==> config.mk <==
export PLATFORM = sky130hd
export DESIGN_NAME = rank_transform_unit
export DESIGN_NICKNAME = d
export VERILOG_FILES = /design/src/rtl/rtu_pkg.sv /design/src/rtl/rtu_ram.sv /design/src/rtl/rtu_select.sv /design/src/rtl/rank_transform_unit.sv
export VERILOG_INCLUDE_DIRS = /design/src /design/src/rtl
export SDC_FILE = /design/constraint.sdc
export NUM_CORES = 2
export LEC_CHECK = 0
export BUFFER_PORTS_ARGS = -buffer_cell sky130_fd_sc_hd__buf_2
export CAP_MARGIN = 20
export CELL_PAD_IN_SITES_DETAIL_PLACEMENT = 1
export CELL_PAD_IN_SITES_GLOBAL_PLACEMENT = 1
export CORE_MARGIN = 5
export CORE_UTILIZATION = 40
export DETAILED_ROUTE_END_ITERATION = 7
export PLACE_DENSITY_LB_ADDON = 0.1
export SYNTH_ARGS = -nofsm -noshare
export SYNTH_HDL_FRONTEND = slang
export SYNTH_SLANG_ARGS = --single-unit
==> constraint.sdc <==
create_clock -name clock -period 7.9 [get_ports clock]
set_input_delay 0.395 -clock clock [delete_from_list [all_inputs] [get_ports clock]]
set_output_delay 0.395 -clock clock [all_outputs]
set_load 0.02 [all_outputs]
==> src/rtl/assert_macros.svh <==
// Assertion macros shared by the rank transform RTL.
// No dependencies; included by files that carry concurrent checks.
`ifndef ASSERT_MACROS_SVH
`define ASSERT_MACROS_SVH

// Same-cycle implication, disabled during reset
`define ASSERT_IMPL(label, clk, rst, ante, cons, msg) \
   label: assert property (@(posedge clk) disable iff (rst) (ante) |-> (cons)) \
      else $error(msg);

// Next-cycle implication, disabled during reset
`define ASSERT_NEXT(label, clk, rst, ante, cons, msg) \
   label: assert property (@(posedge clk) disable iff (rst) (ante) |=> (cons)) \
      else $error(msg);

`endif

==> src/rtl/rtu_pkg.sv <==
// Package for the rank transform unit: widths, defaults, FSM and control types.
// No dependencies; used by rtu_select and rank_transform_unit.
package rtu_pkg;

   localparam int DEPTH_DEF = 64;
   localparam int VALUE_W   = 32;
   localparam int RANK_W    = 6;

   typedef enum logic [2:0] {
      ST_LOAD,
      ST_SCAN,
      ST_SETTLE,
      ST_COMMIT,
      ST_EMIT_READ,
      ST_EMIT_SEND
   } state_type;

   // Control from the sequencer to the minimum selector
   typedef struct packed {
      logic clear;    // start a new selection pass
      logic compare;  // read data for a candidate is valid this cycle
      logic taken;    // candidate already holds a rank
   } sel_ctl_type;

endpackage

==> src/rtl/rtu_ram.sv <==
// Single-port-write, single-port-read synchronous RAM with registered read data.
// No dependencies; instantiated for the value store and the rank store.
module rtu_ram #(
   parameter int WIDTH = 32,
   parameter int DEPTH = 64
) (
   input  logic                       clock,
   input  logic                       wr_en,
   input  logic [$clog2(DEPTH)-1:0]   wr_addr,
   input  logic [WIDTH-1:0]           wr_data,
   input  logic                       rd_en,
   input  logic [$clog2(DEPTH)-1:0]   rd_addr,
   output logic [WIDTH-1:0]           rd_data_ff
);

   logic [WIDTH-1:0] mem [DEPTH];

   // write port
   always_ff @(posedge clock) begin
      if (wr_en) begin
         mem[wr_addr] <= wr_data;
      end
   end

   // read port, registered read data
   always_ff @(posedge clock) begin
      if (rd_en) begin
         rd_data_ff <= mem[rd_addr];
      end
   end

endmodule

==> src/rtl/rtu_select.sv <==
// Running minimum selector: keeps the smallest untaken value seen in a pass.
// Depends on rtu_pkg for the control struct and value width.
module rtu_select #(
   parameter int DEPTH = rtu_pkg::DEPTH_DEF
) (
   input  logic                          clock,
   input  logic                          reset,
   input  rtu_pkg::sel_ctl_type          ctl,
   input  logic [$clog2(DEPTH)-1:0]      cand_idx,
   input  logic signed [rtu_pkg::VALUE_W-1:0] cand_value,
   output logic [$clog2(DEPTH)-1:0]      best_idx,
   output logic                          found
);

   localparam int AW = $clog2(DEPTH);

   logic                              found_ff, found_in;
   logic [AW-1:0]                     best_idx_ff, best_idx_in;
   logic signed [rtu_pkg::VALUE_W-1:0] best_val_ff, best_val_in;
   logic                              take;

   // strict less keeps the lowest position on ties
   assign take = ctl.compare && !ctl.taken && (!found_ff || (cand_value < best_val_ff));

   always_comb begin
      found_in    = found_ff;
      best_idx_in = best_idx_ff;
      best_val_in = best_val_ff;
      priority if (ctl.clear) begin
         found_in = 1'b0;
      end else if (take) begin
         found_in    = 1'b1;
         best_idx_in = cand_idx;
         best_val_in = cand_value;
      end
   end

   always_ff @(posedge clock) begin
      if (reset) begin
         found_ff <= 1'b0;
      end else begin
         found_ff <= found_in;
      end
   end

   // payload, no reset
   always_ff @(posedge clock) begin
      best_idx_ff <= best_idx_in;
      best_val_ff <= best_val_in;
   end

   assign best_idx = best_idx_ff;
   assign found    = found_ff;

endmodule

==> src/rtl/rank_transform_unit.sv <==
// Rank transform unit: top level with sequencer, value and rank stores.
// Depends on rtu_pkg, rtu_ram, rtu_select and assert_macros.svh.
// Load: one item per cycle while idle; the last item starts ranking, intake stalls until done.
// Ranking: n passes over the value RAM (one read port), each a scan of the n items, then settle and commit.
// Output: n items, each a rank RAM read, then a send that holds until the response is taken.
// Reset clears state, fill count, overflow flag and taken bits; RAM contents are left as is.
`include "assert_macros.svh"

module rank_transform_unit #(
   parameter int DEPTH = rtu_pkg::DEPTH_DEF
) (
   input  logic                               clock,
   input  logic                               reset,
   input  logic                               req_valid,
   output logic                               req_stall,
   input  logic signed [rtu_pkg::VALUE_W-1:0] req_value,
   input  logic                               req_last,
   output logic                               rsp_valid,
   input  logic                               rsp_stall,
   output logic [rtu_pkg::RANK_W-1:0]         rsp_rank,
   output logic                               rsp_overflow,
   output logic                               rsp_last_out
);

   localparam int AW = $clog2(DEPTH);
   localparam int CW = $clog2(DEPTH + 1);

   rtu_pkg::state_type   state_ff, state_in;
   logic [CW-1:0]        fill_ff, fill_in;
   logic                 ovf_ff, ovf_in;
   logic [DEPTH-1:0]     taken_ff, taken_in;
   logic [AW-1:0]        scan_idx_ff, scan_idx_in;
   logic                 cmp_vld_ff, cmp_vld_in;
   logic [AW-1:0]        cmp_idx_ff, cmp_idx_in;
   logic [AW-1:0]        rank_ff, rank_in;
   logic [AW-1:0]        emit_idx_ff, emit_idx_in;

   logic                 req_accept, rsp_accept, store_ok;
   logic [AW-1:0]        last_idx;
   logic                 val_wr_en, val_rd_en, rank_wr_en, rank_rd_en;
   logic [rtu_pkg::VALUE_W-1:0] val_rd_data;
   logic [AW-1:0]        rank_rd_data;
   logic [AW-1:0]        best_idx;
   logic                 sel_found;
   rtu_pkg::sel_ctl_type sel_ctl;

   assign req_accept = req_valid && !req_stall;
   assign rsp_accept = rsp_valid && !rsp_stall;
   assign store_ok   = fill_ff < CW'(DEPTH);
   assign last_idx   = AW'(fill_ff - CW'(1));

   // next state
   always_comb begin
      state_in = state_ff;
      unique case (state_ff)
         rtu_pkg::ST_LOAD: begin
            if (req_accept && req_last) state_in = rtu_pkg::ST_SCAN;
         end
         rtu_pkg::ST_SCAN: begin
            if (scan_idx_ff == last_idx) state_in = rtu_pkg::ST_SETTLE;
         end
         rtu_pkg::ST_SETTLE: begin
            state_in = rtu_pkg::ST_COMMIT;
         end
         rtu_pkg::ST_COMMIT: begin
            state_in = (rank_ff == last_idx) ? rtu_pkg::ST_EMIT_READ : rtu_pkg::ST_SCAN;
         end
         rtu_pkg::ST_EMIT_READ: begin
            state_in = rtu_pkg::ST_EMIT_SEND;
         end
         rtu_pkg::ST_EMIT_SEND: begin
            if (rsp_accept) begin
               state_in = (emit_idx_ff == last_idx) ? rtu_pkg::ST_LOAD
                                                    : rtu_pkg::ST_EMIT_READ;
            end
         end
         default: state_in = rtu_pkg::ST_LOAD;
      endcase
   end

   // FSM outputs; the phases keep RAM reads and writes apart, so no forwarding
   always_comb begin
      req_stall       = (state_ff != rtu_pkg::ST_LOAD);
      rsp_valid       = (state_ff == rtu_pkg::ST_EMIT_SEND);
      val_rd_en       = (state_ff == rtu_pkg::ST_SCAN);
      rank_wr_en      = (state_ff == rtu_pkg::ST_COMMIT);
      rank_rd_en      = (state_ff == rtu_pkg::ST_EMIT_READ);
      val_wr_en       = (state_ff == rtu_pkg::ST_LOAD) && req_valid && store_ok;
      sel_ctl.clear   = (state_ff == rtu_pkg::ST_COMMIT);
      sel_ctl.compare = cmp_vld_ff;
      sel_ctl.taken   = taken_ff[cmp_idx_ff];
   end

   // datapath counters and flags
   always_comb begin
      fill_in     = fill_ff;
      ovf_in      = ovf_ff;
      taken_in    = taken_ff;
      scan_idx_in = scan_idx_ff;
      cmp_vld_in  = 1'b0;
      cmp_idx_in  = scan_idx_ff;
      rank_in     = rank_ff;
      emit_idx_in = emit_idx_ff;
      unique case (state_ff)
         rtu_pkg::ST_LOAD: begin
            if (req_accept) begin
               if (store_ok) fill_in = fill_ff + CW'(1);
               else          ovf_in  = 1'b1;
               scan_idx_in = '0;
               rank_in     = '0;
            end
         end
         rtu_pkg::ST_SCAN: begin
            cmp_vld_in  = 1'b1;
            scan_idx_in = (scan_idx_ff == last_idx) ? '0 : scan_idx_ff + AW'(1);
         end
         rtu_pkg::ST_SETTLE: begin
         end
         rtu_pkg::ST_COMMIT: begin
            taken_in[best_idx] = 1'b1;
            rank_in            = rank_ff + AW'(1);
            emit_idx_in        = '0;
         end
         rtu_pkg::ST_EMIT_READ: begin
         end
         rtu_pkg::ST_EMIT_SEND: begin
            if (rsp_accept) begin
               emit_idx_in = emit_idx_ff + AW'(1);
               if (emit_idx_ff == last_idx) begin
                  fill_in  = '0;
                  ovf_in   = 1'b0;
                  taken_in = '0;
               end
            end
         end
         default: begin
         end
      endcase
   end

   // control registers
   always_ff @(posedge clock) begin
      if (reset) begin
         state_ff   <= rtu_pkg::ST_LOAD;
         fill_ff    <= '0;
         ovf_ff     <= 1'b0;
         taken_ff   <= '0;
         cmp_vld_ff <= 1'b0;
      end else begin
         state_ff   <= state_in;
         fill_ff    <= fill_in;
         ovf_ff     <= ovf_in;
         taken_ff   <= taken_in;
         cmp_vld_ff <= cmp_vld_in;
      end
   end

   // indices, no reset needed
   always_ff @(posedge clock) begin
      scan_idx_ff <= scan_idx_in;
      cmp_idx_ff  <= cmp_idx_in;
      rank_ff     <= rank_in;
      emit_idx_ff <= emit_idx_in;
   end

   // value store
   rtu_ram #(
      .WIDTH (rtu_pkg::VALUE_W),
      .DEPTH (DEPTH)
   ) u_value_ram (
      .clock      (clock),
      .wr_en      (val_wr_en),
      .wr_addr    (AW'(fill_ff)),
      .wr_data    (req_value),
      .rd_en      (val_rd_en),
      .rd_addr    (scan_idx_ff),
      .rd_data_ff (val_rd_data)
   );

   // rank store
   rtu_ram #(
      .WIDTH (AW),
      .DEPTH (DEPTH)
   ) u_rank_ram (
      .clock      (clock),
      .wr_en      (rank_wr_en),
      .wr_addr    (best_idx),
      .wr_data    (rank_ff),
      .rd_en      (rank_rd_en),
      .rd_addr    (emit_idx_ff),
      .rd_data_ff (rank_rd_data)
   );

   // minimum search over one pass
   rtu_select #(
      .DEPTH (DEPTH)
   ) u_select (
      .clock      (clock),
      .reset      (reset),
      .ctl        (sel_ctl),
      .cand_idx   (cmp_idx_ff),
      .cand_value ($signed(val_rd_data)),
      .best_idx   (best_idx),
      .found      (sel_found)
   );

   assign rsp_rank     = rtu_pkg::RANK_W'(rank_rd_data);
   assign rsp_overflow = ovf_ff;
   assign rsp_last_out = (emit_idx_ff == last_idx);

   // checks
   `ASSERT_IMPL(a_commit_found, clock, reset, state_ff == rtu_pkg::ST_COMMIT, sel_found, "commit without a selected item")
   `ASSERT_NEXT(a_last_starts, clock, reset, req_accept && req_last, state_ff == rtu_pkg::ST_SCAN, "last item did not start ranking")
   `ASSERT_NEXT(a_end_clears, clock, reset, rsp_accept && rsp_last_out, (fill_ff == '0) && (taken_ff == '0) && !ovf_ff, "set state not cleared after final item")
   `ASSERT_IMPL(a_load_untaken, clock, reset, state_ff == rtu_pkg::ST_LOAD, taken_ff == '0, "taken bits set while loading")

endmodule
==> out/metrics.cfg <==
[pwr]
pwr-share-comb=0.064
p_per_area_mw_per_mm2=263
switchingPower_mw=6.52
finalPower_mw=30.2
peakVddDrop_v=0.000224
p_sw_frac=0.216
p_clk_frac=0.429
power.share.sequential=0.508
leakagePower_nw=35.2
internal_power_mw=23.6

[floorplanning]
die_x_um=511
dieArea_mm2=0.261
die_h_um=511
fp-row-count=183
initial_utilization=0.403
io_pins=47
core_mm2=0.249

[yosys]
syn_nets=4345
avgSynthCellArea_um2=23.5
synth-xor-area-share=0.00329
yosys.area.top_type_share=0.756
yosysWarnings=0
synthArstFlopShare=0
yosysTopAreaCell=edfxtp_1
synthCells=4272
syn_area_mm2=0.100
synth_cell_type_count=54
synth_fa_ha_area_frac=0.00449
synth_edf_count=2526
synth_area_leaders=edfxtp_1 76%, mux4_2 18%, dfxtp_1 1.7%
synth_compound_area_frac=0.00798
synth_top_family_by_area=multiplexers
yosys.area_share.simple=0.0162
ys.flop_type=edfxtp_1
synth.area.mux_share=0.183
ys_seq_area_frac=0.772
ys_ff_latch=2609

[global_route]
antenna_found_initial=31
first_global_vias=48800
track_usage=0.199
grt_overflow_total=0
grt_pass1_wl_um=376000
grt_max_degree=116

[cts]
clock_path_buffers=4
worstSkewPairLatency_ns=0.91
cts_inserted_buffers=302
cts-root-buf=clkbuf_16
cts.repair.resized=0
path_clk_slew_ns=0.06
htreeDepth=5
cts_setup_buffers=0
cts_tree=yes
cts_num_sinks=2609
cts_hold_buf=4

[placed_design]
place_area_mm2=0.105
dpl.hpwl_um=144000
io_buffer_count=46
place.gp.congestion=0.739
preCtsSetupSlack_ns=3.63
dpl.cell_count=7538

[worst_setup_path]
r2r_cells=6
worstPathRequired_ns=8.43
path_class=reg -> reg
path_max_fanout=20
critPathCaptureType=flip-flop
rrSetupSlack_ns=3.51
start_kind=flip-flop
arrival_ns=4.92

[detailed_routing]
drc=0
route.vias.total=45800
drt-pass1-iter-count=5
vias_per_cell=5.66
wl_um=262000
drt_iter0_drc=4450
wire_per_inst_um=32.4
antenna_left=0

[layout]
final_cells=8099
drive_above_1_share=0.307
finish.instance_area_mm2=0.115
area_growth_pct=14.4
nets=4620
final_core_util=0.461

[min_path]
hold_path.class=in -> reg
whs_path_depth=1

[sta]
finalHoldViolations=0
whs_ns=0.0354
finalMaxSlewViolations=0
fin_crit_ns=4.39
skew_ns=0.0524
post-route-period-util=0.556
tightestPinTransition_ns=1.18
setup_slack_ns=3.51
fmax_mhz=228
relSlewSlack=0.210
rsz0062_at_grt=false
setup_viol=0
tns_ns=0

[run_status]
status=complete, no violations

[job]
drv_cap=0

-- registers in the layout, indices dropped and copies added, names as in the netlist, 7 cells and up --
register	cells
u_value_ram.mem	2048
taken_ff	64
u_value_ram.rd_data_ff	32
u_select.best_val_ff	32
u_rank_ram.mem	384
fill_ff	7
-- cell usage after synthesis, types with 2 or more instances --
cell type / count
nor2b_1: 3
mux4_2: 813
dfxtp_1: 83
buf_2: 49
buf_4: 15
mux2i_1: 5
and3b_1: 3
a21oi_1: 18
and2_1: 4
buf_6: 6
a21o_1: 6
xor2_1: 10
mux2_2: 2
clkbuf_1: 152
nand4b_1: 2
nor2_1: 233
or2_2: 7
nor4_1: 2
xnor3_1: 3
and4_1: 2
ha_1: 36
a2111oi_0: 3
a31oi_1: 65
nor3b_1: 6
nand2_1: 39
and3_1: 4
or3_1: 9
a211oi_1: 7
nand2b_1: 6
xnor2_1: 20
a221oi_1: 3
nand4_1: 5
inv_1: 42
nor3_1: 11
or3b_2: 3
nand3_1: 20
o21ai_0: 12
edfxtp_1: 2526
buf_1: 16
nand3b_1: 7
-- cell type report --
class	count	area, um^2
Multi-Input combinational cell	1383	22100
Sequential cell	2609	77500
Timing Repair Buffer	209	1890
Tap cell	3330	4170
Clock inverter	132	986
Clock buffer	386	7990
Fill cell	22300	134000
Inverter	42	158
Antenna cell	8	20.0
-- critical path, cell delays in order (launching register included) --
cell and delay, ns:
dfxtp_1 0.41, nor3_1 0.37, nand2_1 0.24, nor3_1 0.76, nand3_1 0.90, nor2_4 0.81
buf_4 0.48
-- kinds of logic after synthesis --
| logic type | after synthesis |
|---|---|
| buf+inv | 280 |
| fa+ha+maj | 36 |
| flops | 2609 |
| mux | 821 |
| xor+xnor | 33 |
| simple gates | 368 |
| compound gates | 125 |
-- path summary, 6_finish.rpt --
| kind | from | to |
|---|---|---|
| setup / recovery | state_ff[0] | u_value_ram.mem[38][20] |
| hold / removal | req_value[29] | u_value_ram.mem[44][29] |
| setup reg to reg | state_ff[0] | u_value_ram.mem[38][20] |
| hold reg to reg | cmp_idx_in[3] | cmp_idx_ff[3] |
-- power groups by stage --
stage                     Sequential, mW  Clock, mW  Combinational, mW
after CTS                           15.3       13.3               1.93
after global placement              15.6          0               1.91
final                               15.3       12.9               1.92
after detailed placement            15.6          0               1.93
after global routing                15.3       13.9               2.05
after floorplan                     15.6          0               1.17
-- cell usage in the layout (no fill, tap or decap), drive strengths merged, types with 39 or more instances in the layout --
cell       n
edfxtp  2526
mux4     814
clkbuf   387
nor2     233
buf      192
clkinv   108
dfxtp     83
a31oi     65
inv       49
nand2     39
-- routing by layer --
metal  vias up  share of wire  GRT usage
met2      1101           0.49      0.324
li1      18800              -          -
met4         6          0.021     0.0439
met1     25500           0.45      0.289
met3       389          0.045     0.0280
met5         -        0.00013          0
No activity file was read; power rests on OpenSTA's default activity.
